File: config.mk
export PLATFORM = sky130hd
export DESIGN_NAME = buddy_page_allocator
export DESIGN_NICKNAME = d
export VERILOG_FILES = /design/src/hw/rtl/bpa_pkg.sv /design/src/hw/rtl/bpa_datapath.sv /design/src/hw/rtl/bpa_ctrl.sv /design/src/hw/rtl/buddy_page_allocator.sv
export SDC_FILE = /design/constraint.sdc
export NUM_CORES = 2
export LEC_CHECK = 0
export ABC_AREA = 1
export BUFFER_PORTS_ARGS = -buffer_cell sky130_fd_sc_hd__buf_4
export CAP_MARGIN = 10
export CORE_ASPECT_RATIO = 2
export CORE_UTILIZATION = 45
export CTS_BUF_LIST = sky130_fd_sc_hd__clkbuf_4
export DETAILED_ROUTE_END_ITERATION = 10
export GPL_TIMING_DRIVEN = 0
export SLEW_MARGIN = 30
export SYNTH_ARGS = -nofsm -noshare
export SYNTH_HDL_FRONTEND = slang
export SYNTH_SLANG_ARGS = --single-unit
File: constraint.sdc
create_clock -name clk -period 67.5 [get_ports clk]
set_input_delay 3.375 -clock clk [delete_from_list [all_inputs] [get_ports clk]]
set_output_delay 3.375 -clock clk [all_outputs]
set_load 0.01 [all_outputs]
File: src/hw/rtl/bpa_pkg.sv
// ----------------------------------------------------------------------------
// Buddy page allocator package
// Shared micro-operation codes, status codes, the controller/datapath status
// struct and the constant helper that lays out the per-order bitmaps.
// ----------------------------------------------------------------------------
package bpa_pkg;

  // Result status codes.
  localparam logic [1:0] ST_OK      = 2'd0;
  localparam logic [1:0] ST_NO_FREE = 2'd1;
  localparam logic [1:0] ST_BAD_SZ  = 2'd2;

  // Micro-operations issued by the controller to the datapath.
  typedef enum logic [4:0] {
    OP_NONE,
    OP_CLR,
    OP_LOAD,
    OP_SET_ST1,
    OP_SET_ST2,
    OP_SRCH_INIT,
    OP_SRCH_READ,
    OP_SRCH_NEXT_I,
    OP_SRCH_NEXT_K,
    OP_TAKE,
    OP_ALLOC_GB,
    OP_J_INC,
    OP_FREE_INIT,
    OP_FREE_GB,
    OP_TOP_INIT,
    OP_TOP_GB,
    OP_TOP_SKIP,
    OP_GB_IDX,
    OP_GB_RD_BUDDY,
    OP_GB_SET,
    OP_GB_MERGE
  } op_t;

  // Status flags reported by the datapath.
  typedef struct packed {
    logic is_free;
    logic need_zero;
    logic need_over_total;
    logic so_over;
    logic in_order;
    logic k_top;
    logic rbit;
    logic need_gt_blk;
    logic j_lt_k;
    logic spare_bit;
    logic j_lt_max;
    logic left_bit;
    logic m_lt_left;
    logic top_in_range;
    logic gb_bad;
    logic gb_buddy;
    logic clr_last;
  } flags_t;

  // First bitmap entry of order k: the sum of the block counts below it.
  function automatic int base_of(input int total, input int k);
    int s;
    s = 0;
    for (int j = 0; j < k; j++) begin
      s = s + (total >> j);
    end
    return s;
  endfunction

endpackage

File: src/hw/rtl/bpa_datapath.sv
// ----------------------------------------------------------------------------
// Buddy page allocator datapath
// Holds the free-block bitmap memory, the request registers, the loop
// counters and the result registers, and executes one micro-operation a cycle.
// ----------------------------------------------------------------------------
module bpa_datapath #(
  parameter int PAGE_BYTES  = 4096,
  parameter int MAX_ORDER   = 8,
  parameter int TOTAL_PAGES = 1024
) (
  input  logic            clk,
  input  logic            rst_n,
  input  bpa_pkg::op_t    op,
  output bpa_pkg::flags_t flags,
  input  logic            cfg_we,
  input  logic [31:0]     cfg_wdata,
  input  logic            in_command,
  input  logic [22:0]     in_size_bytes,
  input  logic [3:0]      in_start_order,
  input  logic [31:0]     in_free_address,
  output logic [31:0]     out_block_address,
  output logic [1:0]      out_status
);

  localparam int SHIFT     = $clog2(PAGE_BYTES);
  localparam int NEED_W    = 24 - SHIFT;
  localparam int PN_W      = 33 - SHIFT;
  localparam int KW        = (MAX_ORDER < 2) ? 1 : $clog2(MAX_ORDER + 1);
  localparam int KD        = 1 << KW;
  localparam int IW        = $clog2(TOTAL_PAGES + 1);
  localparam int LW        = $clog2(TOTAL_PAGES + 1);
  localparam int MEM_DEPTH = bpa_pkg::base_of(TOTAL_PAGES, MAX_ORDER + 1);
  localparam int AW        = $clog2(MEM_DEPTH);
  localparam int TOP_BASE  = bpa_pkg::base_of(TOTAL_PAGES, MAX_ORDER);

  // Constant table of bitmap base addresses per order.
  logic [AW-1:0] base_tab [KD];
  for (genvar g = 0; g < KD; g++) begin : g_base
    assign base_tab[g] = (g <= MAX_ORDER) ? AW'(bpa_pkg::base_of(TOTAL_PAGES, g)) : '0;
  end

  logic [31:0]        region_base_r;
  logic               cmd_r;
  logic [NEED_W-1:0]  need_r;
  logic [3:0]         so_r;
  logic [PN_W-1:0]    first_r;
  logic [KW-1:0]      k_r, j_r, gk_r;
  logic [IW-1:0]      i_r, gi_r;
  logic [PN_W-1:0]    next_r, m_r, gpn_r;
  logic [MAX_ORDER:0] spare_r;
  logic [LW-1:0]      left_r;
  logic [AW-1:0]      clr_r;
  logic [31:0]        addr_r;
  logic [1:0]         status_r;
  logic               rdata_r;
  logic               mem [MEM_DEPTH];

  logic [NEED_W-1:0]  need_c;
  logic [23:0]        size_sum;
  logic [31:0]        offs;
  logic [31:0]        blk_pages;
  logic [IW-1:0]      n_k, n_gk1;
  logic [PN_W:0]      gb_end;
  logic [PN_W-1:0]    gb_mask;
  logic [PN_W-1:0]    pn_c;
  logic [LW-1:0]      left_dec;
  logic [LW-1:0]      left_sh;
  logic [MAX_ORDER:0] spare_sh;
  logic               mem_we, mem_re, mem_wbit;
  logic [AW-1:0]      mem_addr;

  // Page rounding of the request size and the region offset of a free.
  assign size_sum  = {1'b0, in_size_bytes} + 24'(PAGE_BYTES - 1);
  assign need_c    = NEED_W'(size_sum >> SHIFT);
  assign offs      = in_free_address - region_base_r;
  assign blk_pages = 32'd1 << k_r;
  assign n_k       = IW'(TOTAL_PAGES >> k_r);
  assign n_gk1     = IW'(TOTAL_PAGES >> (gk_r + KW'(1)));
  assign gb_mask   = (PN_W'(1) << gk_r) - PN_W'(1);
  assign gb_end    = {1'b0, gpn_r} + ((PN_W + 1)'(1) << gk_r);
  assign pn_c      = PN_W'(i_r) << k_r;
  assign left_dec  = left_r - (LW'(1) << j_r);
  assign left_sh   = left_r >> j_r;
  assign spare_sh  = spare_r >> j_r;

  // Status flags for the controller.
  always_comb begin
    flags.is_free         = cmd_r;
    flags.need_zero       = (need_r == '0);
    flags.need_over_total = (32'(need_r) > 32'(TOTAL_PAGES));
    flags.so_over         = ({1'b0, so_r} > 5'(MAX_ORDER));
    flags.in_order        = (i_r < n_k);
    flags.k_top           = (k_r == KW'(MAX_ORDER));
    flags.rbit            = rdata_r;
    flags.need_gt_blk     = (32'(need_r) > blk_pages);
    flags.j_lt_k          = (j_r < k_r);
    flags.spare_bit       = spare_sh[0];
    flags.j_lt_max        = (j_r < KW'(MAX_ORDER));
    flags.left_bit        = left_sh[0];
    flags.m_lt_left       = (m_r < PN_W'(left_r));
    flags.top_in_range    = ((first_r + m_r) < PN_W'(TOTAL_PAGES));
    flags.gb_bad          = ((gpn_r & gb_mask) != '0) || (gb_end > (PN_W + 1)'(TOTAL_PAGES));
    flags.gb_buddy        = (gk_r < KW'(MAX_ORDER)) && ((gi_r >> 1) < n_gk1);
    flags.clr_last        = (clr_r == AW'(MEM_DEPTH - 1));
  end

  // Bitmap port control per micro-operation.
  always_comb begin
    mem_we   = 1'b0;
    mem_re   = 1'b0;
    mem_wbit = 1'b0;
    mem_addr = base_tab[k_r] + AW'(i_r);
    case (op)
      bpa_pkg::OP_CLR: begin
        mem_we   = 1'b1;
        mem_addr = clr_r;
        mem_wbit = (clr_r >= AW'(TOP_BASE));
      end
      bpa_pkg::OP_SRCH_READ: mem_re = 1'b1;
      bpa_pkg::OP_TAKE:      mem_we = 1'b1;
      bpa_pkg::OP_GB_RD_BUDDY: begin
        mem_re   = 1'b1;
        mem_addr = base_tab[gk_r] + AW'(gi_r ^ IW'(1));
      end
      bpa_pkg::OP_GB_MERGE: begin
        mem_we   = 1'b1;
        mem_addr = base_tab[gk_r] + AW'(gi_r ^ IW'(1));
      end
      bpa_pkg::OP_GB_SET: begin
        mem_we   = 1'b1;
        mem_wbit = 1'b1;
        mem_addr = base_tab[gk_r] + AW'(gi_r);
      end
      default: ;
    endcase
  end

  // Bitmap memory with registered read data.
  always_ff @(posedge clk) begin
    if (mem_we) begin
      mem[mem_addr] <= mem_wbit;
    end
    if (mem_re) begin
      rdata_r <= mem[mem_addr];
    end
  end

  // Control registers: region base and clearing counter.
  always_ff @(posedge clk) begin
    if (!rst_n) begin
      region_base_r <= '0;
      clr_r         <= '0;
    end else begin
      if (cfg_we) begin
        region_base_r <= cfg_wdata;
      end
      if (op == bpa_pkg::OP_CLR && clr_r != AW'(MEM_DEPTH - 1)) begin
        clr_r <= clr_r + AW'(1);
      end
    end
  end

  // Working registers.
  always_ff @(posedge clk) begin
    case (op)
      bpa_pkg::OP_LOAD: begin
        cmd_r    <= in_command;
        need_r   <= need_c;
        so_r     <= in_start_order;
        first_r  <= PN_W'(offs >> SHIFT);
        addr_r   <= '0;
        status_r <= bpa_pkg::ST_OK;
      end
      bpa_pkg::OP_SET_ST1: status_r <= bpa_pkg::ST_NO_FREE;
      bpa_pkg::OP_SET_ST2: status_r <= bpa_pkg::ST_BAD_SZ;
      bpa_pkg::OP_SRCH_INIT: begin
        k_r <= KW'(so_r);
        i_r <= '0;
      end
      bpa_pkg::OP_SRCH_NEXT_I: i_r <= i_r + IW'(1);
      bpa_pkg::OP_SRCH_NEXT_K: begin
        k_r <= k_r + KW'(1);
        i_r <= '0;
      end
      bpa_pkg::OP_TAKE: begin
        addr_r  <= region_base_r + (32'(pn_c) << SHIFT);
        next_r  <= pn_c + PN_W'(need_r);
        spare_r <= (MAX_ORDER + 1)'(blk_pages - 32'(need_r));
        j_r     <= '0;
      end
      bpa_pkg::OP_ALLOC_GB: begin
        gk_r   <= j_r;
        gpn_r  <= next_r;
        next_r <= next_r + (PN_W'(1) << j_r);
        j_r    <= j_r + KW'(1);
      end
      bpa_pkg::OP_J_INC: j_r <= j_r + KW'(1);
      bpa_pkg::OP_FREE_INIT: begin
        left_r <= LW'(need_r);
        j_r    <= '0;
      end
      bpa_pkg::OP_FREE_GB: begin
        left_r <= left_dec;
        gk_r   <= j_r;
        gpn_r  <= first_r + PN_W'(left_dec);
        j_r    <= j_r + KW'(1);
      end
      bpa_pkg::OP_TOP_INIT: m_r <= '0;
      bpa_pkg::OP_TOP_GB: begin
        gk_r  <= KW'(MAX_ORDER);
        gpn_r <= first_r + m_r;
        m_r   <= m_r + PN_W'(1 << MAX_ORDER);
      end
      bpa_pkg::OP_TOP_SKIP: m_r <= m_r + PN_W'(1 << MAX_ORDER);
      bpa_pkg::OP_GB_IDX:   gi_r <= IW'(gpn_r >> gk_r);
      bpa_pkg::OP_GB_MERGE: begin
        gi_r <= gi_r >> 1;
        gk_r <= gk_r + KW'(1);
      end
      default: ;
    endcase
  end

  assign out_block_address = addr_r;
  assign out_status        = status_r;

endmodule

File: src/hw/rtl/bpa_ctrl.sv
// ----------------------------------------------------------------------------
// Buddy page allocator controller
// Sequences the clearing pass, the order search, the split of spare pages and
// the buddy merges by issuing at most one datapath micro-operation per cycle.
// ----------------------------------------------------------------------------
module bpa_ctrl (
  input  logic            clk,
  input  logic            rst_n,
  input  logic            start,
  output logic            busy,
  output logic            out_valid,
  input  bpa_pkg::flags_t flags,
  output bpa_pkg::op_t    op
);

  typedef enum logic [3:0] {
    S_CLEAR, S_IDLE, S_DECODE, S_SRCH_RD, S_SRCH_CHK, S_ALLOC_BIT,
    S_FREE_BIT, S_FREE_TOP, S_GB_CHK, S_GB_RD, S_GB_EVAL, S_DONE
  } state_t;

  typedef enum logic [1:0] {R_ALLOC, R_FREE, R_TOP} ret_t;

  state_t state_r, state_nxt, ret_state;
  ret_t   ret_r, ret_nxt;
  logic   busy_r, busy_nxt;
  logic   done_r, done_nxt;

  // Where a finished block give-back resumes.
  always_comb begin
    case (ret_r)
      R_ALLOC: ret_state = S_ALLOC_BIT;
      R_FREE:  ret_state = S_FREE_BIT;
      R_TOP:   ret_state = S_FREE_TOP;
      default: ret_state = S_DONE;
    endcase
  end

  // Next-state and micro-operation decode.
  always_comb begin
    state_nxt = state_r;
    ret_nxt   = ret_r;
    op        = bpa_pkg::OP_NONE;
    case (state_r)
      S_CLEAR: begin
        op = bpa_pkg::OP_CLR;
        if (flags.clr_last) begin
          state_nxt = S_IDLE;
        end
      end
      S_IDLE: begin
        if (start) begin
          op        = bpa_pkg::OP_LOAD;
          state_nxt = S_DECODE;
        end
      end
      S_DECODE: begin
        if (!flags.is_free) begin
          if (flags.need_zero) begin
            op        = bpa_pkg::OP_SET_ST2;
            state_nxt = S_DONE;
          end else if (flags.so_over) begin
            op        = bpa_pkg::OP_SET_ST1;
            state_nxt = S_DONE;
          end else begin
            op        = bpa_pkg::OP_SRCH_INIT;
            state_nxt = S_SRCH_RD;
          end
        end else if (flags.need_zero || flags.need_over_total) begin
          op        = bpa_pkg::OP_SET_ST2;
          state_nxt = S_DONE;
        end else begin
          op        = bpa_pkg::OP_FREE_INIT;
          state_nxt = S_FREE_BIT;
        end
      end
      S_SRCH_RD: begin
        if (flags.in_order) begin
          op        = bpa_pkg::OP_SRCH_READ;
          state_nxt = S_SRCH_CHK;
        end else if (!flags.k_top) begin
          op = bpa_pkg::OP_SRCH_NEXT_K;
        end else begin
          op        = bpa_pkg::OP_SET_ST1;
          state_nxt = S_DONE;
        end
      end
      S_SRCH_CHK: begin
        if (!flags.rbit) begin
          op        = bpa_pkg::OP_SRCH_NEXT_I;
          state_nxt = S_SRCH_RD;
        end else if (flags.need_gt_blk) begin
          op        = bpa_pkg::OP_SET_ST2;
          state_nxt = S_DONE;
        end else begin
          op        = bpa_pkg::OP_TAKE;
          state_nxt = S_ALLOC_BIT;
        end
      end
      S_ALLOC_BIT: begin
        if (!flags.j_lt_k) begin
          state_nxt = S_DONE;
        end else if (flags.spare_bit) begin
          op        = bpa_pkg::OP_ALLOC_GB;
          ret_nxt   = R_ALLOC;
          state_nxt = S_GB_CHK;
        end else begin
          op = bpa_pkg::OP_J_INC;
        end
      end
      S_FREE_BIT: begin
        if (!flags.j_lt_max) begin
          op        = bpa_pkg::OP_TOP_INIT;
          state_nxt = S_FREE_TOP;
        end else if (flags.left_bit) begin
          op        = bpa_pkg::OP_FREE_GB;
          ret_nxt   = R_FREE;
          state_nxt = S_GB_CHK;
        end else begin
          op = bpa_pkg::OP_J_INC;
        end
      end
      S_FREE_TOP: begin
        if (!flags.m_lt_left) begin
          state_nxt = S_DONE;
        end else if (flags.top_in_range) begin
          op        = bpa_pkg::OP_TOP_GB;
          ret_nxt   = R_TOP;
          state_nxt = S_GB_CHK;
        end else begin
          op = bpa_pkg::OP_TOP_SKIP;
        end
      end
      // Give back one block: drop it when misaligned or outside the region.
      S_GB_CHK: begin
        if (flags.gb_bad) begin
          state_nxt = ret_state;
        end else begin
          op        = bpa_pkg::OP_GB_IDX;
          state_nxt = S_GB_RD;
        end
      end
      S_GB_RD: begin
        if (flags.gb_buddy) begin
          op        = bpa_pkg::OP_GB_RD_BUDDY;
          state_nxt = S_GB_EVAL;
        end else begin
          op        = bpa_pkg::OP_GB_SET;
          state_nxt = ret_state;
        end
      end
      S_GB_EVAL: begin
        if (flags.rbit) begin
          op        = bpa_pkg::OP_GB_MERGE;
          state_nxt = S_GB_RD;
        end else begin
          op        = bpa_pkg::OP_GB_SET;
          state_nxt = ret_state;
        end
      end
      S_DONE:  state_nxt = S_IDLE;
      default: state_nxt = S_IDLE;
    endcase
    busy_nxt = (state_nxt != S_IDLE);
    done_nxt = (state_nxt == S_DONE);
  end

  // State and registered handshake outputs.
  always_ff @(posedge clk) begin
    if (!rst_n) begin
      state_r <= S_CLEAR;
      ret_r   <= R_ALLOC;
      busy_r  <= 1'b1;
      done_r  <= 1'b0;
    end else begin
      state_r <= state_nxt;
      ret_r   <= ret_nxt;
      busy_r  <= busy_nxt;
      done_r  <= done_nxt;
    end
  end

  assign busy      = busy_r;
  assign out_valid = done_r;

endmodule

File: src/hw/rtl/buddy_page_allocator.sv
// ----------------------------------------------------------------------------
// Buddy page allocator
// Allocates and frees page blocks over a fixed region using per-order bitmaps.
// ----------------------------------------------------------------------------
// A request is taken when start is high while busy is low; its one result
// appears on the out_ ports for a single cycle with out_valid, and the
// receiver cannot hold it off. After reset the block initialises its bitmap
// memory, marking only the top-order blocks free, and keeps busy high. The
// time a request takes grows with the bitmap bits visited in the order
// search, the orders stepped past, the spare or freed bit positions examined,
// the blocks given back and the buddy merges, since the single-port bitmap
// memory reads or writes one bit per access.
module buddy_page_allocator #(
  parameter int PAGE_BYTES  = 4096,
  parameter int MAX_ORDER   = 8,
  parameter int TOTAL_PAGES = 1024
) (
  input  logic        clk,
  input  logic        rst_n,
  input  logic        cfg_we,
  input  logic [31:0] cfg_wdata,
  input  logic        start,
  output logic        busy,
  input  logic        in_command,
  input  logic [22:0] in_size_bytes,
  input  logic [3:0]  in_start_order,
  input  logic [31:0] in_free_address,
  output logic        out_valid,
  output logic [31:0] out_block_address,
  output logic [1:0]  out_status
);

  bpa_pkg::op_t    op;
  bpa_pkg::flags_t flags;

  // Sequencer.
  bpa_ctrl u_ctrl (
    .clk       (clk),
    .rst_n     (rst_n),
    .start     (start),
    .busy      (busy),
    .out_valid (out_valid),
    .flags     (flags),
    .op        (op)
  );

  // Bitmap memory and arithmetic.
  bpa_datapath #(
    .PAGE_BYTES  (PAGE_BYTES),
    .MAX_ORDER   (MAX_ORDER),
    .TOTAL_PAGES (TOTAL_PAGES)
  ) u_dp (
    .clk               (clk),
    .rst_n             (rst_n),
    .op                (op),
    .flags             (flags),
    .cfg_we            (cfg_we),
    .cfg_wdata         (cfg_wdata),
    .in_command        (in_command),
    .in_size_bytes     (in_size_bytes),
    .in_start_order    (in_start_order),
    .in_free_address   (in_free_address),
    .out_block_address (out_block_address),
    .out_status        (out_status)
  );

endmodule

==> flow_metrics.py, run 1 <==
metrics = {
    "die": {
        "initial_core_util": 0.453,
        "die_w_um": 360,
        "rows": 262,
        "io_pins": 132,
        "die_h_um": 718,
    },
    "place": {
        "place_inst": 17200,
        "gp_congestion": 1.09,
        "placed_cell_area_sq_um": 124000,
        "dpl.hpwl_mm": 521,
        "port_buffers": 131,
    },
    "synthesis": {
        "synth_cell_types": 61,
        "synth_top_area_share": 0.579,
        "synthArstFlopShare": 0,
        "synth_xor_area_frac": 0.0109,
        "synth_ff_type": "edfxtp_1",
        "synth_edf_count": 2225,
        "synth_top_family_by_area": "simple AND/OR/NAND/NOR gates",
        "synthMuxAreaShare": 0.00104,
        "synth_cells": 13400,
        "synth_compound_area_frac": 0.0291,
        "synthTopCellsByArea": "edfxtp_1 58%, nand2_1 18%, nor2_1 8.2%",
        "synthSimpleGateAreaFrac": 0.297,
        "yosys.area_share.adder": 0.0249,
        "seq_area_frac_synth": 0.588,
        "syn_area_sq_um": 115000,
        "ys_seq_elements": 2276,
        "synth_top_area_cell": "edfxtp_1",
        "synth_warnings": 0,
        "synth.avg_cell_area_sq_um": 8.60,
    },
    "run_status": {
        "first-error": "[ERROR GRT-0116] Global routing finished with congestion. Check the congestion regions in the DRC Viewer.",
        "status": "stopped before the end",
        "stop_stage": "global routing",
    },
    "clock_network": {
        "cts_buffer_depth": 4,
        "ctsResizeCount": 0,
        "clock_sinks": 2276,
        "cts_buffers": 562,
        "holdBufCountCts": 0,
        "cts_setup_buffers": 0,
        "cts-root-buf": "clkbuf_4",
        "htreeDepth": 6,
    },
    "global_route": {
        "grt_overflow_total": 164,
        "grt_util_all_layers": 0.583,
        "grt_pass1_vias": 111000,
        "grt_pass1_wl_mm": 1010,
        "grt_max_degree": 27,
    },
}
## Yosys cell counts, types with 15 or more instances
master and instances:
o21ai_0 220, a21oi_1 229, buf_2 359, nand4_1 27
buf_4 26, o22ai_1 15, edfxtp_1 2225, nand2_1 5581
a31oi_1 17, xor2_1 104, clkbuf_1 418, ha_1 214
nor2_1 2507, inv_2 17, dfxtp_1 51, inv_1 402
buf_1 70, nand3_1 627, xnor2_1 40, a21o_1 16
nor3_1 39, buf_6 24, nor4_1 19
## kinds of logic after synthesis
| kind of cell | Yosys count |
|---|---|
| buffers and inverters | 1320 |
| XOR/XNOR | 144 |
| flip-flops | 2276 |
| adder cells (fa/ha/maj) | 224 |
| AO/OA/AOI/OAI | 599 |
| AND/OR/NAND/NOR | 8842 |
| multiplexers | 12 |
| other | 1 |
## per-layer routing
| metal | GRT overflow | track usage |
|---|---|---|
| met1 | 0 | 0.552 |
| met5 | 0 | 0.0248 |
| met4 | 71 | 0.684 |
| met3 | 1 | 0.276 |
| met2 | 92 | 0.858 |
## metrics by stage
| stage | hold WS (ns) | utilization | setup slack [ns] |
|---|---|---|---|
| detailed placement | 0.478 | 0.488 | 58.14 |
| floorplan | 0.454 | - | 3.09 |
| global placement | 0.475 | 0.473 | -45.03 |
| CTS | 0.489 | 0.516 | 58.11 |
==> run 2: changes to the inputs <==
--- a/config.mk
+++ b/config.mk
@@ -8,11 +8,10 @@
 export ABC_AREA = 1
 export BUFFER_PORTS_ARGS = -buffer_cell sky130_fd_sc_hd__buf_4
 export CAP_MARGIN = 10
-export CORE_ASPECT_RATIO = 2
-export CORE_UTILIZATION = 45
-export CTS_BUF_LIST = sky130_fd_sc_hd__clkbuf_4
+export CORE_UTILIZATION = 30
 export DETAILED_ROUTE_END_ITERATION = 10
 export GPL_TIMING_DRIVEN = 0
+export PLACE_DENSITY_LB_ADDON = 0.15
 export SLEW_MARGIN = 30
 export SYNTH_ARGS = -nofsm -noshare
 export SYNTH_HDL_FRONTEND = slang
==> constraint.sdc (replaced) <==
create_clock -name clk -period 87.8 [get_ports clk]
set_input_delay 4.39 -clock clk [delete_from_list [all_inputs] [get_ports clk]]
set_output_delay 4.39 -clock clk [all_outputs]
set_load 0.01 [all_outputs]
==> flow_metrics.py, run 2 <==
metrics = {
    "run_status": {
        "status": "complete, but fails checks",
        "violations": "antenna violations",
    },
    "synthesis": {
        "synth.most_common_cell": "nand2_1",
        "syn_area_sq_um": 115000,
        "seq_area_frac_synth": 0.588,
        "synth.avg_cell_area_sq_um": 8.60,
        "synth_warnings": 0,
        "synth_top_area_share": 0.579,
        "synth_cells": 13400,
        "synthArstFlopShare": 0,
        "synth_top_area_cell": "edfxtp_1",
        "synth_ff_type": "edfxtp_1",
        "synth_cell_types": 61,
        "synthTopCellsByArea": "edfxtp_1 58%, nand2_1 18%, nor2_1 8.2%",
        "ys_top_cells_by_count": "5581 x nand2_1, 2507 x nor2_1, 2225 x edfxtp_1, 627 x nand3_1, 418 x clkbuf_1",
        "ys_seq_elements": 2276,
        "synth_edf_count": 2225,
    },
    "finish": {
        "fillers": 40100,
        "fin_cells": 19400,
        "largest_reg_flops": 2044,
        "final_cell_area_sq_um": 135000,
        "final_cell_mix": "5572 x nand2_1, 2489 x nor2_1, 2225 x edfxtp_1",
        "layout_commonest_cell": "nand2_1",
        "utilization": 0.353,
        "final_layout_size_suffix_gt1_frac": 0.100,
        "top_register": "u_dp.mem",
        "area_delta_synth_final_pct": 16.9,
        "final_nets": 14500,
    },
    "global_route": {
        "grt_pass1_wl_mm": 828,
        "grt_util_all_layers": 0.314,
        "antenna_found_initial": 103,
        "grt_overflow_total": 0,
        "grt_max_degree": 25,
        "grt_pass1_vias": 94200,
    },
    "die": {
        "io_pins": 132,
        "core_area_sq_um": 383000,
        "die_w_um": 622,
        "die_h_um": 622,
        "fp.dieArea_sq_um": 387000,
        "initial_core_util": 0.302,
        "rows": 227,
    },
    "clock_network": {
        "ctsResizeCount": 0,
        "clock_sinks": 2276,
        "cts_buffer_depth": 4,
        "cts_buffers": 282,
        "cts-root-buf": "clkbuf_16",
        "clk_latency_ns": 0.98,
        "cts_setup_buffers": 0,
        "path_clk_slew_ns": 0.06,
        "holdBufCountCts": 0,
        "cts_tree": "built",
        "htreeDepth": 5,
    },
    "critical_path": {
        "path_class": "register to register",
        "critPathCaptureType": "register",
        "critPathMaxFanout": 12,
        "required_ns": 88.37,
        "arrival_ns": 9.18,
        "start_kind": "register",
    },
    "timing": {
        "fin_ws_ns": 79.19,
        "min_period_ns": 8.61,
        "worst_pin_slew_ns": 1.22,
        "slew_headroom": 0.179,
        "hold_viol": 0,
        "rsz0062_at_grt": "no",
        "skew_ns": 0.0924,
        "hold_slack_ns": 0.487,
        "final_max_slew_viol_count": 0,
        "max_freq_mhz": 116,
        "final.setup.tns_ns": 0,
        "finalSetupViolCount": 0,
        "min_period_over_period": 0.0980,
    },
    "flow_run": {
        "maxCapViolCount": 0,
    },
    "hold_path": {
        "hold_class": "register to register",
    },
    "routing": {
        "drc_errors": 0,
        "drtIter0Drc": 18200,
        "drtPass1Iterations": 8,
        "wire_per_inst_um": 32.4,
        "routed_wl_mm": 629,
        "postRouteAntennaNets": 1,
        "num_vias": 106000,
        "vias_per_cell": 5.44,
    },
    "pwr": {
        "clkPwrFrac": 0.370,
        "finalPower_mw": 3.15,
        "p_per_area_nw_per_um2": 23.3,
        "switching_share": 0.363,
        "p_leak_nw": 52.2,
        "power_switching_mw": 1.14,
        "p_comb_frac": 0.255,
        "p_int_mw": 2.01,
        "vdd_drop_max_mv": 0.0140,
        "seqPwrFrac": 0.375,
    },
    "place": {
        "dpl.hpwl_mm": 449,
        "preCtsSetupSlack_ns": 79.54,
        "placed_cell_area_sq_um": 126000,
        "gp_congestion": 0.965,
        "place_inst": 18900,
        "port_buffers": 131,
    },
}
==> run 2: cell counts after synthesis <==
Identical to the previous run, type by type.
==> run 2: worst max-delay path, stage by stage, from the launching register on <==
cell	delay, ns
edfxtp_1	0.49
buf_1	0.27
inv_2	0.24
clkbuf_1	0.48
ha_1	0.44
inv_1	0.16
nor2_2	0.30
inv_1	0.16
nand2_1	0.19
inv_1	0.16
fa_1	0.56
o211ai_1	0.25
o21ai_2	0.18
nor2_1	0.56
inv_1	0.20
nor2_1	0.21
buf_2	0.62
buf_2	0.69
inv_1	0.16
nor2_1	0.20
nand2_1	0.69
buf_2	0.62
nor2_1	0.36
==> run 2: cell families (layout without fill, tap and decap cells) <==
family          count (synthesis)  in the layout  share of synthesized area
compound gates                599            599                     0.0291
xor+xnor                      144            144                     0.0109
fa+ha+maj                     224            224                     0.0249
buf+inv                      1320           2252                     0.0492
flops                        2276           2276                      0.588
mux                            12             12                    0.00104
other cells                     1             59                  0.0000325
simple gates                 8842           8842                      0.297
==> run 2: final cells by class <==
| type | instances | area [sq um] | area share |
|---|---|---|---|
| Clock buffer | 366 | 7650 | 0.0567 |
| Sequential cell | 2276 | 67800 | 0.503 |
| Timing Repair Buffer | 437 | 3960 | 0.0293 |
| Multi-Input combinational cell | 9830 | 42100 | 0.312 |
| Tap cell | 5038 | 6300 | 0.0467 |
| Antenna cell | 50 | 125 | 0.000927 |
| Inverter | 423 | 1590 | 0.0118 |
| Buffer | 897 | 4280 | 0.0317 |
| Clock inverter | 129 | 1060 | 0.00786 |
==> run 2: path summary, 6_finish.rpt <==
| path | from | endpoint | slack (ns) | cells after the start |
|---|---|---|---|---|
| worst min-delay path | u_dp.region_base_r[26] | u_dp.region_base_r[26] | 0.49 | 2 |
| worst min register to register | u_dp.region_base_r[26] | u_dp.region_base_r[26] | 0.49 | 2 |
| worst max register to register | u_dp.gk_r[1] | u_dp.mem[1532] | 79.19 | 22 |
| worst max-delay path | u_dp.gk_r[1] | u_dp.mem[1532] | 79.19 | 22 |
==> run 2: power groups by stage <==
stage               Clock [mW]  Combinational [mW]  Sequential [mW]
floorplan                    0               0.375             1.20
global placement             0               0.749             1.20
detailed placement           0               0.757             1.20
CTS                       1.16               0.759             1.18
global route              1.20               0.822             1.18
finish                    1.16               0.802             1.18
==> run 2: routing by layer <==
metal	vias to the layer above	track usage	routed length, um
li1	44900	-	-
met1	52300	0.427	252000
met2	7136	0.454	260000
met3	1483	0.0881	79500
met4	36	0.162	37500
met5	-	0.00321	430
No activity file was read; power rests on OpenSTA's default activity.
